### config.mk
export PLATFORM = sky130hd
export DESIGN_NAME = json_path_event_matcher_top_flat
export DESIGN_NICKNAME = d
export VERILOG_FILES = /design/src/rtl/jpem_pkg.sv /design/src/rtl/jpem_ifs.sv /design/src/rtl/jpem_cfg.sv /design/src/rtl/jpem_core.sv /design/src/rtl/json_path_event_matcher_top.sv /design/src/flat_wrapper.sv
export VERILOG_INCLUDE_DIRS = /design/src /design/src/rtl
export SDC_FILE = /design/constraint.sdc
export NUM_CORES = 1
export LEC_CHECK = 0
export BUFFER_PORTS_ARGS = -buffer_cell sky130_fd_sc_hd__buf_2
export CAP_MARGIN = 30
export CORE_UTILIZATION = 50
export CTS_CLUSTER_SIZE = 40
export DETAILED_ROUTE_END_ITERATION = 16
export GPL_ROUTABILITY_DRIVEN = 1
export MAX_ROUTING_LAYER = met4
export PLACE_DENSITY = 0.73
export SETUP_SLACK_MARGIN = 0.02
export SLEW_MARGIN = 20
export SYNTH_ARGS = -nofsm -noshare
export SYNTH_HDL_FRONTEND = slang
export SYNTH_HIERARCHICAL = 1
export SYNTH_SLANG_ARGS = --single-unit
### constraint.sdc
create_clock -name i_clk -period 7.5 [get_ports i_clk]
set_clock_uncertainty 0.05 [all_clocks]
set_input_delay 1.875 -clock i_clk [delete_from_list [all_inputs] [get_ports i_clk]]
set_output_delay 1.875 -clock i_clk [all_outputs]
set_load 0.05 [all_outputs]
### src/rtl/json_path_event_matcher_top_macros.svh
// ---------------------------------------------------------------------------
// JSON path event matcher assertion macros
// Concurrent assertion wrappers, empty when built for synthesis.
// ---------------------------------------------------------------------------
`ifndef JSON_PATH_EVENT_MATCHER_TOP_MACROS_SVH
`define JSON_PATH_EVENT_MATCHER_TOP_MACROS_SVH

`ifndef SYNTHESIS
// Check a property on every clock edge outside reset
`define JPEM_ASSERT(label, prop, msg) \
    label: assert property (@(posedge i_clk) disable iff (!i_rst_n) prop) \
        else $error(msg);
// Check a property on every clock edge, reset included
`define JPEM_ASSERT_ALWAYS(label, prop, msg) \
    label: assert property (@(posedge i_clk) prop) \
        else $error(msg);
`else
`define JPEM_ASSERT(label, prop, msg)
`define JPEM_ASSERT_ALWAYS(label, prop, msg)
`endif

`endif

### src/rtl/jpem_pkg.sv
// ---------------------------------------------------------------------------
// JSON path event matcher package
// Widths, codes, configuration record and the byte compare function.
// ---------------------------------------------------------------------------
package jpem_pkg;

    // Sizes of the path and the nesting counter
    localparam int MAX_SEGMENTS = 3;
    localparam int NAME_BYTES   = 8;
    localparam int DEPTH_BITS   = 8;

    localparam int TEXT_BYTES = 8;
    localparam int TEXT_W     = 8 * TEXT_BYTES;
    localparam int LEN_W      = 4;
    localparam int OP_W       = 3;
    localparam int MD_W       = 2;
    localparam int CFG_IDX_W  = 3;
    localparam int CFG_DATA_W = 64;
    localparam int SEG_LENS_W = 12;

    localparam logic [DEPTH_BITS-1:0] DEPTH_MAX    = '1;
    localparam logic [LEN_W-1:0]      WILDCARD_LEN = 4'd15;

    // Event codes
    typedef enum logic [OP_W-1:0] {
        OP_DOC_START = 3'd0,
        OP_OPEN      = 3'd1,
        OP_CLOSE     = 3'd2,
        OP_KEY       = 3'd3,
        OP_SCALAR    = 3'd4
    } t_opcode;

    // Configuration register indexes
    typedef enum logic [CFG_IDX_W-1:0] {
        CFG_SEG_NAME_ONE   = 3'd0,
        CFG_SEG_NAME_TWO   = 3'd1,
        CFG_SEG_NAME_THREE = 3'd2,
        CFG_SEG_LENGTHS    = 3'd3,
        CFG_SEG_COUNT      = 3'd4,
        CFG_MATCH_VALUE    = 3'd5,
        CFG_VALUE_LENGTH   = 3'd6
    } t_cfg_idx;

    // Configuration contents seen by the matcher
    typedef struct packed {
        logic [TEXT_W-1:0]     seg_name_one;
        logic [TEXT_W-1:0]     seg_name_two;
        logic [TEXT_W-1:0]     seg_name_three;
        logic [SEG_LENS_W-1:0] seg_lengths;
        logic [MD_W-1:0]       seg_count;
        logic [TEXT_W-1:0]     match_value;
        logic [LEN_W-1:0]      value_length;
    } t_cfg;

    // Equal lengths within limit and equal leading bytes
    function automatic logic bytes_equal(
        input logic [TEXT_W-1:0] want,
        input logic [LEN_W-1:0]  want_len,
        input logic [LEN_W-1:0]  limit,
        input logic [TEXT_W-1:0] got,
        input logic [LEN_W-1:0]  got_len
    );
        logic [TEXT_W-1:0] mask;
        mask = '0;
        for (int b = 0; b < TEXT_BYTES; b++) begin
            if (b < int'(want_len)) begin
                mask[8*b +: 8] = 8'hFF;
            end
        end
        return (want_len <= limit) && (got_len <= LEN_W'(TEXT_BYTES)) &&
               (want_len == got_len) && ((want & mask) == (got & mask));
    endfunction

endpackage

### src/rtl/jpem_ifs.sv
// ---------------------------------------------------------------------------
// JSON path event matcher channels
// Valid/ready channels for parser events and match results.
// ---------------------------------------------------------------------------
interface jpem_in_if;
    import jpem_pkg::*;

    logic                 valid;
    logic                 ready;
    logic [OP_W-1:0]      opcode;
    logic [TEXT_W-1:0]    text;
    logic [LEN_W-1:0]     text_length;

    modport source (output valid, output opcode, output text, output text_length,
                    input ready);
    modport sink   (input valid, input opcode, input text, input text_length,
                    output ready);
endinterface

interface jpem_out_if;
    logic valid;
    logic ready;
    logic matched;

    modport source (output valid, output matched, input ready);
    modport sink   (input valid, input matched, output ready);
endinterface

### src/rtl/jpem_cfg.sv
// ---------------------------------------------------------------------------
// JSON path event matcher configuration registers
// Decodes register writes and holds the path and value setup.
// ---------------------------------------------------------------------------
module jpem_cfg (
    input  logic                             i_clk,
    input  logic                             i_rst_n,
    input  logic                             i_cfg_we,
    input  logic [jpem_pkg::CFG_IDX_W-1:0]   i_cfg_idx,
    input  logic [jpem_pkg::CFG_DATA_W-1:0]  i_cfg_data,
    output jpem_pkg::t_cfg                   o_cfg
);
    import jpem_pkg::*;

    t_cfg r_cfg;

    // Write one register per enabled cycle, ignore unknown indexes
    always_ff @(posedge i_clk) begin
        if (!i_rst_n) begin
            r_cfg.seg_name_one   <= '0;
            r_cfg.seg_name_two   <= '0;
            r_cfg.seg_name_three <= '0;
            r_cfg.seg_lengths    <= '0;
            r_cfg.seg_count      <= '0;
            r_cfg.match_value    <= '0;
            r_cfg.value_length   <= WILDCARD_LEN;
        end else if (i_cfg_we) begin
            unique case (i_cfg_idx)
                CFG_SEG_NAME_ONE:   r_cfg.seg_name_one   <= i_cfg_data[TEXT_W-1:0];
                CFG_SEG_NAME_TWO:   r_cfg.seg_name_two   <= i_cfg_data[TEXT_W-1:0];
                CFG_SEG_NAME_THREE: r_cfg.seg_name_three <= i_cfg_data[TEXT_W-1:0];
                CFG_SEG_LENGTHS:    r_cfg.seg_lengths    <= i_cfg_data[SEG_LENS_W-1:0];
                CFG_SEG_COUNT:      r_cfg.seg_count      <= i_cfg_data[MD_W-1:0];
                CFG_MATCH_VALUE:    r_cfg.match_value    <= i_cfg_data[TEXT_W-1:0];
                CFG_VALUE_LENGTH:   r_cfg.value_length   <= i_cfg_data[LEN_W-1:0];
                default: begin
                end
            endcase
        end
    end

    assign o_cfg = r_cfg;

endmodule

### src/rtl/jpem_core.sv
// ---------------------------------------------------------------------------
// JSON path event matcher core
// Input register, depth and path tracking, and the result register.
// ---------------------------------------------------------------------------
`include "json_path_event_matcher_top_macros.svh"

module jpem_core (
    input  logic           i_clk,
    input  logic           i_rst_n,
    input  jpem_pkg::t_cfg i_cfg,
    jpem_in_if.sink        i_in,
    jpem_out_if.source     o_out
);
    import jpem_pkg::*;

    // Input register
    logic                  r_in_valid;
    logic [OP_W-1:0]       r_in_op;
    logic [TEXT_W-1:0]     r_in_text;
    logic [LEN_W-1:0]      r_in_len;

    // Tracking state
    logic [DEPTH_BITS-1:0] r_depth;
    logic [MD_W-1:0]       r_md;
    logic                  r_dm;

    // Result register
    logic                  r_out_valid;
    logic                  r_out_matched;

    logic                  w_out_free;
    logic                  w_adv;
    logic                  w_in_take;

    logic [DEPTH_BITS-1:0] n_depth;
    logic [MD_W-1:0]       n_md;
    logic                  n_dm;

    logic [MD_W-1:0]       w_cnt;
    logic [DEPTH_BITS-1:0] w_parent;
    logic [MD_W-1:0]       w_md_key;
    logic [LEN_W-1:0]      w_seg_len;
    logic [TEXT_W-1:0]     w_seg_name;
    logic                  w_key_hit;
    logic                  w_val_hit;

    // Handshake: advance when the result slot is empty or being drained
    assign w_out_free = !r_out_valid || o_out.ready;
    assign w_adv      = r_in_valid && w_out_free;
    assign i_in.ready = !r_in_valid || w_out_free;
    assign w_in_take  = i_in.valid && i_in.ready;

    // Clamp the segment count to the path size
    assign w_cnt = (int'(i_cfg.seg_count) > MAX_SEGMENTS) ? MD_W'(MAX_SEGMENTS)
                                                          : i_cfg.seg_count;

    // Drop the matched depth to the key's parent level
    assign w_parent = (r_depth != '0) ? (r_depth - DEPTH_BITS'(1)) : r_depth;
    assign w_md_key = (DEPTH_BITS'(r_md) > w_parent) ? w_parent[MD_W-1:0] : r_md;

    // Select the segment that the next key must match
    always_comb begin
        unique case (w_md_key)
            2'd0: begin
                w_seg_len  = i_cfg.seg_lengths[LEN_W-1:0];
                w_seg_name = i_cfg.seg_name_one;
            end
            2'd1: begin
                w_seg_len  = i_cfg.seg_lengths[2*LEN_W-1:LEN_W];
                w_seg_name = i_cfg.seg_name_two;
            end
            default: begin
                w_seg_len  = i_cfg.seg_lengths[3*LEN_W-1:2*LEN_W];
                w_seg_name = i_cfg.seg_name_three;
            end
        endcase
    end

    // Compare the key against the segment and the scalar against the value
    assign w_key_hit = (w_seg_len == WILDCARD_LEN) ||
                       bytes_equal(w_seg_name, w_seg_len, LEN_W'(NAME_BYTES),
                                   r_in_text, r_in_len);
    assign w_val_hit = (i_cfg.value_length == WILDCARD_LEN) ||
                       bytes_equal(i_cfg.match_value, i_cfg.value_length,
                                   LEN_W'(TEXT_BYTES), r_in_text, r_in_len);

    // Next tracking state for the held item
    always_comb begin
        n_depth = r_depth;
        n_md    = r_md;
        n_dm    = r_dm;
        if (r_in_op == OP_DOC_START) begin
            n_depth = '0;
            n_md    = '0;
            n_dm    = 1'b0;
        end else if (!r_dm) begin
            unique case (r_in_op)
                OP_OPEN: begin
                    if (r_depth != DEPTH_MAX) begin
                        n_depth = r_depth + DEPTH_BITS'(1);
                    end
                end
                OP_CLOSE: begin
                    n_depth = (r_depth != '0) ? (r_depth - DEPTH_BITS'(1)) : r_depth;
                    if (DEPTH_BITS'(r_md) > n_depth) begin
                        n_md = n_depth[MD_W-1:0];
                    end
                end
                OP_KEY: begin
                    n_md = w_md_key;
                    if (((DEPTH_BITS+1)'(w_md_key) + (DEPTH_BITS+1)'(1) ==
                         (DEPTH_BITS+1)'(r_depth)) &&
                        (w_md_key < w_cnt) && w_key_hit) begin
                        n_md = w_md_key + MD_W'(1);
                    end
                end
                OP_SCALAR: begin
                    if ((w_cnt != '0) && (DEPTH_BITS'(r_md) == r_depth) &&
                        (r_md == w_cnt) && w_val_hit) begin
                        n_dm = 1'b1;
                    end
                end
                default: begin
                end
            endcase
        end
    end

    // Hold the accepted item until it moves to the result stage
    always_ff @(posedge i_clk) begin
        if (!i_rst_n) begin
            r_in_valid <= 1'b0;
        end else if (w_in_take) begin
            r_in_valid <= 1'b1;
        end else if (w_adv) begin
            r_in_valid <= 1'b0;
        end
    end

    always_ff @(posedge i_clk) begin
        if (w_in_take) begin
            r_in_op   <= i_in.opcode;
            r_in_text <= i_in.text;
            r_in_len  <= i_in.text_length;
        end
    end

    // Advance tracking state and load the result
    always_ff @(posedge i_clk) begin
        if (!i_rst_n) begin
            r_depth     <= '0;
            r_md        <= '0;
            r_dm        <= 1'b0;
            r_out_valid <= 1'b0;
        end else if (w_adv) begin
            r_depth     <= n_depth;
            r_md        <= n_md;
            r_dm        <= n_dm;
            r_out_valid <= 1'b1;
        end else if (o_out.ready) begin
            r_out_valid <= 1'b0;
        end
    end

    always_ff @(posedge i_clk) begin
        if (w_adv) begin
            r_out_matched <= n_dm;
        end
    end

    assign o_out.valid   = r_out_valid;
    assign o_out.matched = r_out_matched;

    `JPEM_ASSERT(a_md_within_depth, (DEPTH_BITS'(r_md) <= r_depth), "matched depth above nesting depth")
    `JPEM_ASSERT(a_match_frozen, (w_adv && r_dm && (r_in_op != OP_DOC_START)) |=> r_dm, "match flag dropped without document start")
    `JPEM_ASSERT(a_doc_start_clears, (w_adv && (r_in_op == OP_DOC_START)) |=> ((r_depth == '0) && (r_md == '0) && !r_dm), "document start left state behind")
    `JPEM_ASSERT(a_result_tracks_state, r_out_valid |-> (r_out_matched == r_dm), "pending result differs from match flag")
    `JPEM_ASSERT_ALWAYS(a_reset_empties, !i_rst_n |=> (!r_in_valid && !r_out_valid), "pipeline not empty after reset")

endmodule

### src/rtl/json_path_event_matcher_top.sv
// A result is loaded into the result register when its event leaves the input register.
// Throughput: one event per cycle; while a result waits the input register
// holds one more event, then input stalls until the result drains.
// Reset: synchronous, active low; clears depth, matched path and match flag,
// empties both stages and loads the configuration reset values.
// ---------------------------------------------------------------------------
// JSON path event matcher top level
// Matches a configured key path and scalar value over parser events.
// ---------------------------------------------------------------------------
module json_path_event_matcher_top (
    input  logic                             i_clk,
    input  logic                             i_rst_n,
    input  logic                             i_cfg_we,
    input  logic [jpem_pkg::CFG_IDX_W-1:0]   i_cfg_idx,
    input  logic [jpem_pkg::CFG_DATA_W-1:0]  i_cfg_data,
    jpem_in_if.sink                          i_in,
    jpem_out_if.source                       o_out
);
    import jpem_pkg::*;

    t_cfg w_cfg;

    // Configuration registers
    jpem_cfg u_cfg (
        .i_clk      (i_clk),
        .i_rst_n    (i_rst_n),
        .i_cfg_we   (i_cfg_we),
        .i_cfg_idx  (i_cfg_idx),
        .i_cfg_data (i_cfg_data),
        .o_cfg      (w_cfg)
    );

    // Event tracking and result stage
    jpem_core u_core (
        .i_clk   (i_clk),
        .i_rst_n (i_rst_n),
        .i_cfg   (w_cfg),
        .i_in    (i_in),
        .o_out   (o_out)
    );

endmodule
### src/flat_wrapper.sv
// flat-port wrapper written by rule: the top's interface ports become plain ports
module json_path_event_matcher_top_flat import jpem_pkg::*;
  (i_clk, i_rst_n, i_cfg_we, i_cfg_idx, i_cfg_data, i_in_valid, i_in_opcode, i_in_text, i_in_text_length, i_in_ready, o_out_valid, o_out_matched, o_out_ready);
  jpem_in_if i_in_i ();
  jpem_out_if o_out_i ();
  input  logic i_clk;
  input  logic i_rst_n;
  input  logic i_cfg_we;
  input  logic [jpem_pkg::CFG_IDX_W-1:0] i_cfg_idx;
  input  logic [jpem_pkg::CFG_DATA_W-1:0] i_cfg_data;
  input wire logic [$bits(i_in_i.valid)-1:0] i_in_valid;
  input wire logic [$bits(i_in_i.opcode)-1:0] i_in_opcode;
  input wire logic [$bits(i_in_i.text)-1:0] i_in_text;
  input wire logic [$bits(i_in_i.text_length)-1:0] i_in_text_length;
  output wire logic [$bits(i_in_i.ready)-1:0] i_in_ready;
  output wire logic [$bits(o_out_i.valid)-1:0] o_out_valid;
  output wire logic [$bits(o_out_i.matched)-1:0] o_out_matched;
  input wire logic [$bits(o_out_i.ready)-1:0] o_out_ready;
  assign i_in_i.valid = i_in_valid;
  assign i_in_i.opcode = i_in_opcode;
  assign i_in_i.text = i_in_text;
  assign i_in_i.text_length = i_in_text_length;
  assign i_in_ready = i_in_i.ready;
  assign o_out_valid = o_out_i.valid;
  assign o_out_matched = o_out_i.matched;
  assign o_out_i.ready = o_out_ready;
  json_path_event_matcher_top u_core (.i_clk(i_clk), .i_rst_n(i_rst_n), .i_cfg_we(i_cfg_we), .i_cfg_idx(i_cfg_idx), .i_cfg_data(i_cfg_data), .i_in(i_in_i), .o_out(o_out_i));
endmodule
# ---- Word level (Yosys, flattened, before mapping)
# Index checks and enable logic that the tools add are counted.
# Widths: inputs -> output; s select.
dict set report totals {
  mem_bits_ro 0
  n_memories 0
  latch_bits 0
  ramBits 0
  regBits 359
}
dict set report classes {
  addsub 4
  n_div 0
  bitwise_logic 4
  multipliers 0
  n_mux 36
  n_eq_ne 23
  n_lt_le_gt_ge 21
  shift 0
  reduce_logical 37
}
# op count
set ops {}
lappend ops {{$and 64x64->64} 4}
lappend ops {{$mux 8} 20}
lappend ops {{$eq 64x64->1} 2}
lappend ops {{$pmux 64 s2} 1}
lappend ops {{$lt 3x4->1 const A} 8}
lappend ops {{$lt 1x4->1 const A} 4}
lappend ops {{$lt 2x4->1 const A} 4}
lappend ops {{$pmux 8 s2} 1}
lappend ops {{$reduce_and 2->1} 7}
lappend ops {{$logic_and 1x1->1} 13}
lappend ops {{$eq 3x2->1 const B} 4}
lappend ops {{$eq 3x3->1 const B} 4}
lappend ops {{$le 4x4->1 const B} 3}
lappend ops {{$add 8x1->8 const B} 1}
lappend ops {{$eq 2x8->1} 1}
lappend ops {{$eq 3x8->1} 1}
lappend ops {{$eq 4x4->1} 2}
lappend ops {{$eq 4x4->1 const B} 2}
lappend ops {{$gt 2x8->1} 1}
lappend ops {{$mux 1} 8}
lappend ops {{$mux 2} 4}
lappend ops {{$ne 8x8->1 const B} 1}
lappend ops {{$pmux 4 s2} 1}
lappend ops {{$reduce_bool 8->1} 1}
lappend ops {{18 further kinds} 27}

# ---- Logic depth before layout (Yosys ltp)
dict set report depth {
  depth_word 17
  depth_mapped 31
  depth_no_buf 23
}

# ---- Cells and area by module
# The synthesis kept the hierarchy.
# module cells_each n_inst area_per_inst_um2 seq_area_each_um2
set by_module_without_submodules {}
lappend by_module_without_submodules {jpem_cfg 965 1 10159.7 5485.3}
lappend by_module_without_submodules {jpem_core 803 1 7196.9 2422.3}

# ---- Worst setup path before layout
# Ideal clock, no wire load.
dict set report synth_path {
  kind {reg-to-reg}
  from {reg u_core.u_core.r_depth[0]}
  to {reg u_core.u_core.r_md[0]}
  stages_incl_launch_ff 29
  period_less_slack_ns 6.659
  path_slack_ns 0.841
  t_arrival_ns 6.491
  path_cell_list {dfxtp_1 -> buf_6 -> clkbuf_1 -> inv_1 -> ha_1 -> and3_1 -> clkbuf_1 -> xnor2_1 -> ha_1 -> nand2_1 -> o21ai_0 -> or3_4 -> o31ai_4 -> and3_1 -> buf_6 -> buf_2 -> clkbuf_1 -> clkbuf_1 -> ha_1 -> clkbuf_1 -> clkbuf_1 -> clkbuf_1 -> a221oi_1 -> a221o_1 -> a2111oi_0 -> nand4_1 -> a2111oi_2 -> mux2i_1 -> nand2_1}
}
dict set report synth_via {
  elab_chain_len 17
}
# element line_no
set synth_rtl {}
lappend synth_rtl {{start: declaration} jpem_core.sv:23} ;# logic [DEPTH_BITS-1:0] r_depth;
lappend synth_rtl {{start signal: assignment} jpem_core.sv:156} ;# r_depth <= n_depth;
lappend synth_rtl {{$sub 8x1->8 or $reduce_bool 8->1 (tied branches)} {jpem_core.sv:58, jpem_core.sv:104}}
lappend synth_rtl {{$mux 8} {jpem_core.sv:58, jpem_core.sv:104}}
lappend synth_rtl {{$gt 2x8->1} {jpem_core.sv:59, jpem_core.sv:105}}
lappend synth_rtl {{$mux 2} jpem_core.sv:105} ;# if (DEPTH_BITS'(r_md) > n_depth) begin
lappend synth_rtl {{$eq 2x1->1 or $logic_not 2->1 (tied branches)} jpem_core.sv:63} ;# unique case (w_md_key)
lappend synth_rtl {{$pmux 4 s2} jpem_core.sv:63}
lappend synth_rtl {{$lt 1x4->1, or another cell as far along} jpem_pkg.sv:66} ;# if (b < int'(want_len)) begin
lappend synth_rtl {{$mux 8} jpem_pkg.sv:66}
lappend synth_rtl {{$and 64x64->64} jpem_pkg.sv:71} ;# (want_len == got_len) && ((want & mask) == (got & mask));
lappend synth_rtl {{$eq 64x64->1} jpem_pkg.sv:71}
lappend synth_rtl {{$logic_and 1x1->1} jpem_pkg.sv:71}
lappend synth_rtl {{$logic_or 1x1->1} jpem_core.sv:80} ;# assign w_key_hit = (w_seg_len == WILDCARD_LEN) ||
lappend synth_rtl {{$logic_and 1x1->1} jpem_core.sv:113} ;# (w_md_key < w_cnt) && w_key_hit) begin
lappend synth_rtl {{$mux 2} jpem_core.sv:111} ;# if (((DEPTH_BITS+1)'(w_md_key) + (DEPTH_BITS+1)'(1) ==
lappend synth_rtl {{$pmux 2 s2 *} jpem_core.sv:97} ;# unique case (r_in_op)
lappend synth_rtl {{$mux 2 *} jpem_core.sv:96} ;# end else if (!r_dm) begin
lappend synth_rtl {{$mux 2 *} jpem_core.sv:92} ;# if (r_in_op == OP_DOC_START) begin
lappend synth_rtl {{end signal: assignment} jpem_core.sv:157} ;# r_md <= n_md;
lappend synth_rtl {{end: declaration} jpem_core.sv:24} ;# logic [MD_W-1:0] r_md;
# Mark *: on every way between the ends. The rest lies on a longest branch, timed or not. The select of a mux whose other input is x is not followed.
# A chain may end at the register's enable or synchronous reset.

# ---- Worst setup path in the final report
dict set report layout_path {
  from {reg u_core.u_core.r_depth[1]}
  to {reg u_core.u_core.r_md[1]}
}
# The elaborated chain is that of the path after synthesis.

==> tab_implementation.tex <==
\begin{tabular}{lr}
\hline
Metric & Value \\
\hline
\multicolumn{2}{l}{\textbf{CTS}} \\
CTS Sinks & 359 \\
Post-CTS setup buffer count & 0 \\
Clock buffers created by TritonCTS & 40 \\
Clock tree root driver cell & clkbuf\_16 \\
Clock tree from TritonCTS & done \\
Insertion delay of the later-clocked pin in the worst-skew pair & 0.54 ns \\
CTS H-tree depth & 2 \\
Max Buffers Root-to-Sink & 3 \\
Number of buffers added to fix hold violations after cts & 0 \\
Register clock-pin slew on the reported worst setup and hold paths & 0.06 ns \\
Cells resized by post-CTS repair & 0 \\
\multicolumn{2}{l}{\textbf{Global route}} \\
Remaining global-route overflow & 0 \\
Global-route wire length before repair & 71,750 um \\
Number of global-route vias before repair & 13.67k \\
Total Routing Usage GR & 25.83\% \\
Number of antenna violations at the first check in global routing & 0 \\
Largest net degree at the start of global routing & 125 \\
\multicolumn{2}{l}{\textbf{Drt}} \\
Count of nets left with antenna violations after detail routing & 0 \\
Detailed-route wire length on metal 1 & 20,390 um \\
Total number of vias & 13.81k \\
Routed WL per cell & 19.34 um \\
First drt pass iteration count & 5 \\
Routed Wire Length & 45,270 um \\
Met2 wire length & 20,970 um \\
Met3 WL post-DR & 2553 um \\
Detailed-route DRC error count & 0 \\
Routed vias/inst & 5.897 \\
Initial DRC count & 1,224 \\
Max layer used & met4 \\
\multicolumn{2}{l}{\textbf{Worst setup path}} \\
End of the worst register-to-register path & u\_core/u\_core/r\_md[1] \\
Critical path startpoint category & register \\
Critical path start-end classification & register to register \\
Reg2Reg Depth & 20 \\
Critical path startpoint & u\_core/u\_core/r\_depth[1] \\
Worst path arrival time & 7.21 ns \\
Setup slack of the most critical reg-to-reg path & 0.68 ns \\
Highest net fanout along the worst path & 30 \\
Element type at the critical path end & register \\
Worst path required time & 7.88 ns \\
Worst reg2reg path startpoint & u\_core/u\_core/r\_depth[1] \\
\multicolumn{2}{l}{\textbf{Synth}} \\
Count of state elements after synthesis & 359 \\
Number of standard cells after synthesis & 1,768 \\
Count of distinct cell types in the synthesized netlist & 90 \\
Number of warnings reported in the yosys synthesis log & 6 \\
Synth top area share & 33.10\% \\
Post-synthesis sequential area ratio & 45.56\% \\
Synthesized area & 17,360 um2 \\
Top flip-flop cell by instance count after synthesis & dfxtp\_1 \\
Most area-hungry cell type in the Yosys netlist & dfxtp\_1 \\
Post-synth ARST share & 0\% \\
Number of synthesized flops with an enable pin & 72 \\
Post-Syn Area per Cell & 9.817 um2 \\
Net count after synthesis & 1,919 \\
Largest cells by area after synthesis & dfxtp\_1, mux2i\_1, edfxtp\_1, nand2\_1, a221oi\_1 \\
\multicolumn{2}{l}{\textbf{Finish}} \\
Leading cell types in the layout, fill and taps excluded & nand2\_1, mux2i\_1, dfxtp\_1 \\
Diodes inserted & 0 \\
Fill cell total of the finished layout & 2,913 \\
Post-layout net count & 2,012 \\
Commonest non-fill, non-tap cell in the layout & nand2\_1 \\
Layout overhead on the synthesized area & 12.51\% \\
Share of final-layout standard cells stronger than drive strength 1 & 14.32\% \\
\multicolumn{2}{l}{\textbf{Floorplanning}} \\
Core box area & 33,870 um2 \\
Standard-cell row count & 67 \\
Vertical extent of the die & 188.3 um \\
Die Footprint & 35,460 um2 \\
Starting density of the core & 51.25\% \\
Boundary Pins & 146 \\
Die Span X & 188.3 um \\
\multicolumn{2}{l}{\textbf{Timing}} \\
RSZ-0062 raised after global routing & no \\
Final hold vios & 0 \\
Worst-case headroom to the max-slew limit & 35.89\% \\
Actual slew at the worst max-slew pin & 0.9535 ns \\
Number of pins exceeding their max-slew limit in the final report & 0 \\
Post-route setup TNS & 0 ns \\
Final cycle utilization of the critical path & 90.99\% \\
Max Clk Rate & 146.5 MHz \\
Setup Viol. Count Final & 0 \\
Post-route worst setup slack & 0.6758 ns \\
Post-layout min period & 6.824 ns \\
\multicolumn{2}{l}{\textbf{Placement}} \\
Weighted congestion reported at the end of routability-driven placement & 0.9116 \\
Detailed placement HPWL & 30,430 um \\
Number of input and output port buffers inserted & 145 \\
Setup WS pre-CTS & 0.7915 ns \\
\multicolumn{2}{l}{\textbf{Power and ir drop}} \\
VDD IR-drop max & 0.1786 mV \\
Total power divided by cell area & 228.0 nW/um2 \\
Leakage power figure & 0.008503 uW \\
\multicolumn{2}{l}{\textbf{Worst hold path}} \\
Source of the worst hold timing path & u\_core/u\_cfg/o\_cfg[74] \\
Type of the tightest min-delay check & register to register \\
Worst hold path depth & 2 \\
Worst Hold Endpoint & u\_core/u\_cfg/o\_cfg[74] \\
\multicolumn{2}{l}{\textbf{Job}} \\
Reported max-cap violation count & 0 \\
\multicolumn{2}{l}{\textbf{Outcome}} \\
Run status & finished, final reports clean \\
\hline
\end{tabular}
metal layers:
layer / GRT usage, % / vias up
met5: - / -
met1: 33.26 / 6702
met4: 9.212 / 0
li1: - / 6532
met3: 3.874 / 96
met2: 41.26 / 476
cell families (layout without fill, tap and decap cells):
family          Yosys count  in the layout  share of synthesized area (%)
mux                     292            292                          16.88
buf+inv                 186            311                          6.048
simple gates            584            584                          15.20
flops                   359            359                          45.56
compound gates          266            266                          12.05
xor+xnor                 72             72                          3.633
fa+ha+maj                 9              9                         0.6344
flip-flops by register name, indices dropped and copies added, names as in the netlist:
name                         count
u_core/u_core/r_in_valid         1
u_core/u_core/r_dm               1
u_core/u_core/r_depth            8
u_core/u_core/o_out.valid        1
u_core/u_core/r_in_op            3
u_core/u_core/r_in_len           4
u_core/u_core/r_md               2
u_core/u_cfg/o_cfg             274
u_core/u_core/o_out.matched      1
u_core/u_core/r_in_text         64
worst max-delay path by stage:
stage                                       end  slack, ns  cells after the start
after floorplan           u_core/u_core/r_md[0]       0.84                     28
after global placement    u_core/u_core/r_md[1]       0.86                     19
after detailed placement  u_core/u_core/r_md[1]       0.79                     21
after CTS                 u_core/u_core/r_md[1]       0.74                     20
after global routing      u_core/u_core/r_md[0]       0.05                     19
final                     u_core/u_core/r_md[1]       0.68                     20
cell usage after synthesis, types with 6 or more instances:
cell / count
inv_1: 72
a22oi_1: 23
buf_12: 7
a221oi_1: 54
dfxtp_1: 287
buf_2: 28
o32ai_1: 11
mux2i_1: 287
nand2_1: 371
edfxtp_1: 72
nor4_1: 19
nand4_1: 18
and4_1: 6
a22o_1: 6
nor2_1: 65
o21a_1: 6
clkbuf_1: 44
nor3_1: 24
o22ai_1: 21
buf_4: 7
o32a_1: 7
buf_6: 23
a21oi_1: 27
xnor2_1: 31
o21ai_0: 26
nor2b_1: 20
a31oi_1: 12
ha_1: 8
nand3_1: 19
and3_1: 7
a2111oi_0: 6
xor2_1: 41
worst max-delay path: stages (launching register included):
cell and delay [ns]:
dfxtp_1 0.67, inv_1 0.13, ha_1 0.27, nand3_1 0.24, o21ai_0 0.13, ha_1 0.31, nor2b_1 0.12, o21ai_0 0.18
or3_4 0.48, o31ai_4 0.30, and3_2 0.52, ha_2 0.78, buf_4 0.37, a221oi_1 0.15, a22o_1 0.28, nor4b_1 0.36
and4_1 0.36, o221ai_1 0.16, a2111oi_2 0.50, mux2i_1 0.27, nand2_1 0.07
final cells by class:
cell class,count,area [um2],area share (%)
multi-input combinational,1223,8439,43.22
clock inverter,21,212.7,1.089
inverter,73,276.5,1.416
clock buffer,53,1205,6.170
tap,448,560.5,2.870
sequential,359,7908,40.49
timing repair buffer,164,927.1,4.748
report_power, final:
part           internal, uW  switching, uW  total (uW)
Sequential             2030           56.8        2090
Combinational           125            185         309
Clock                  1240            815        2060
stage by stage:
step | total power, uW | instance area (um2) | utilization [%] | hold slack [ns] | instances
finish | 4453 | 19530 | 57.66 | 0.4058 | 2341
global route | 4599 | 19530 | 57.66 | 0.4200 | 2341
CTS | 4483 | 19520 | 57.63 | 0.4071 | 2340
detailed placement | 2431 | 18100 | 53.44 | 0.3987 | 2266
global placement | 2422 | 18040 | 53.28 | 0.3922 | 2263
floorplan | 2318 | 17360 | - | 0.3839 | 1768
(Power assumes the default switching activity.)
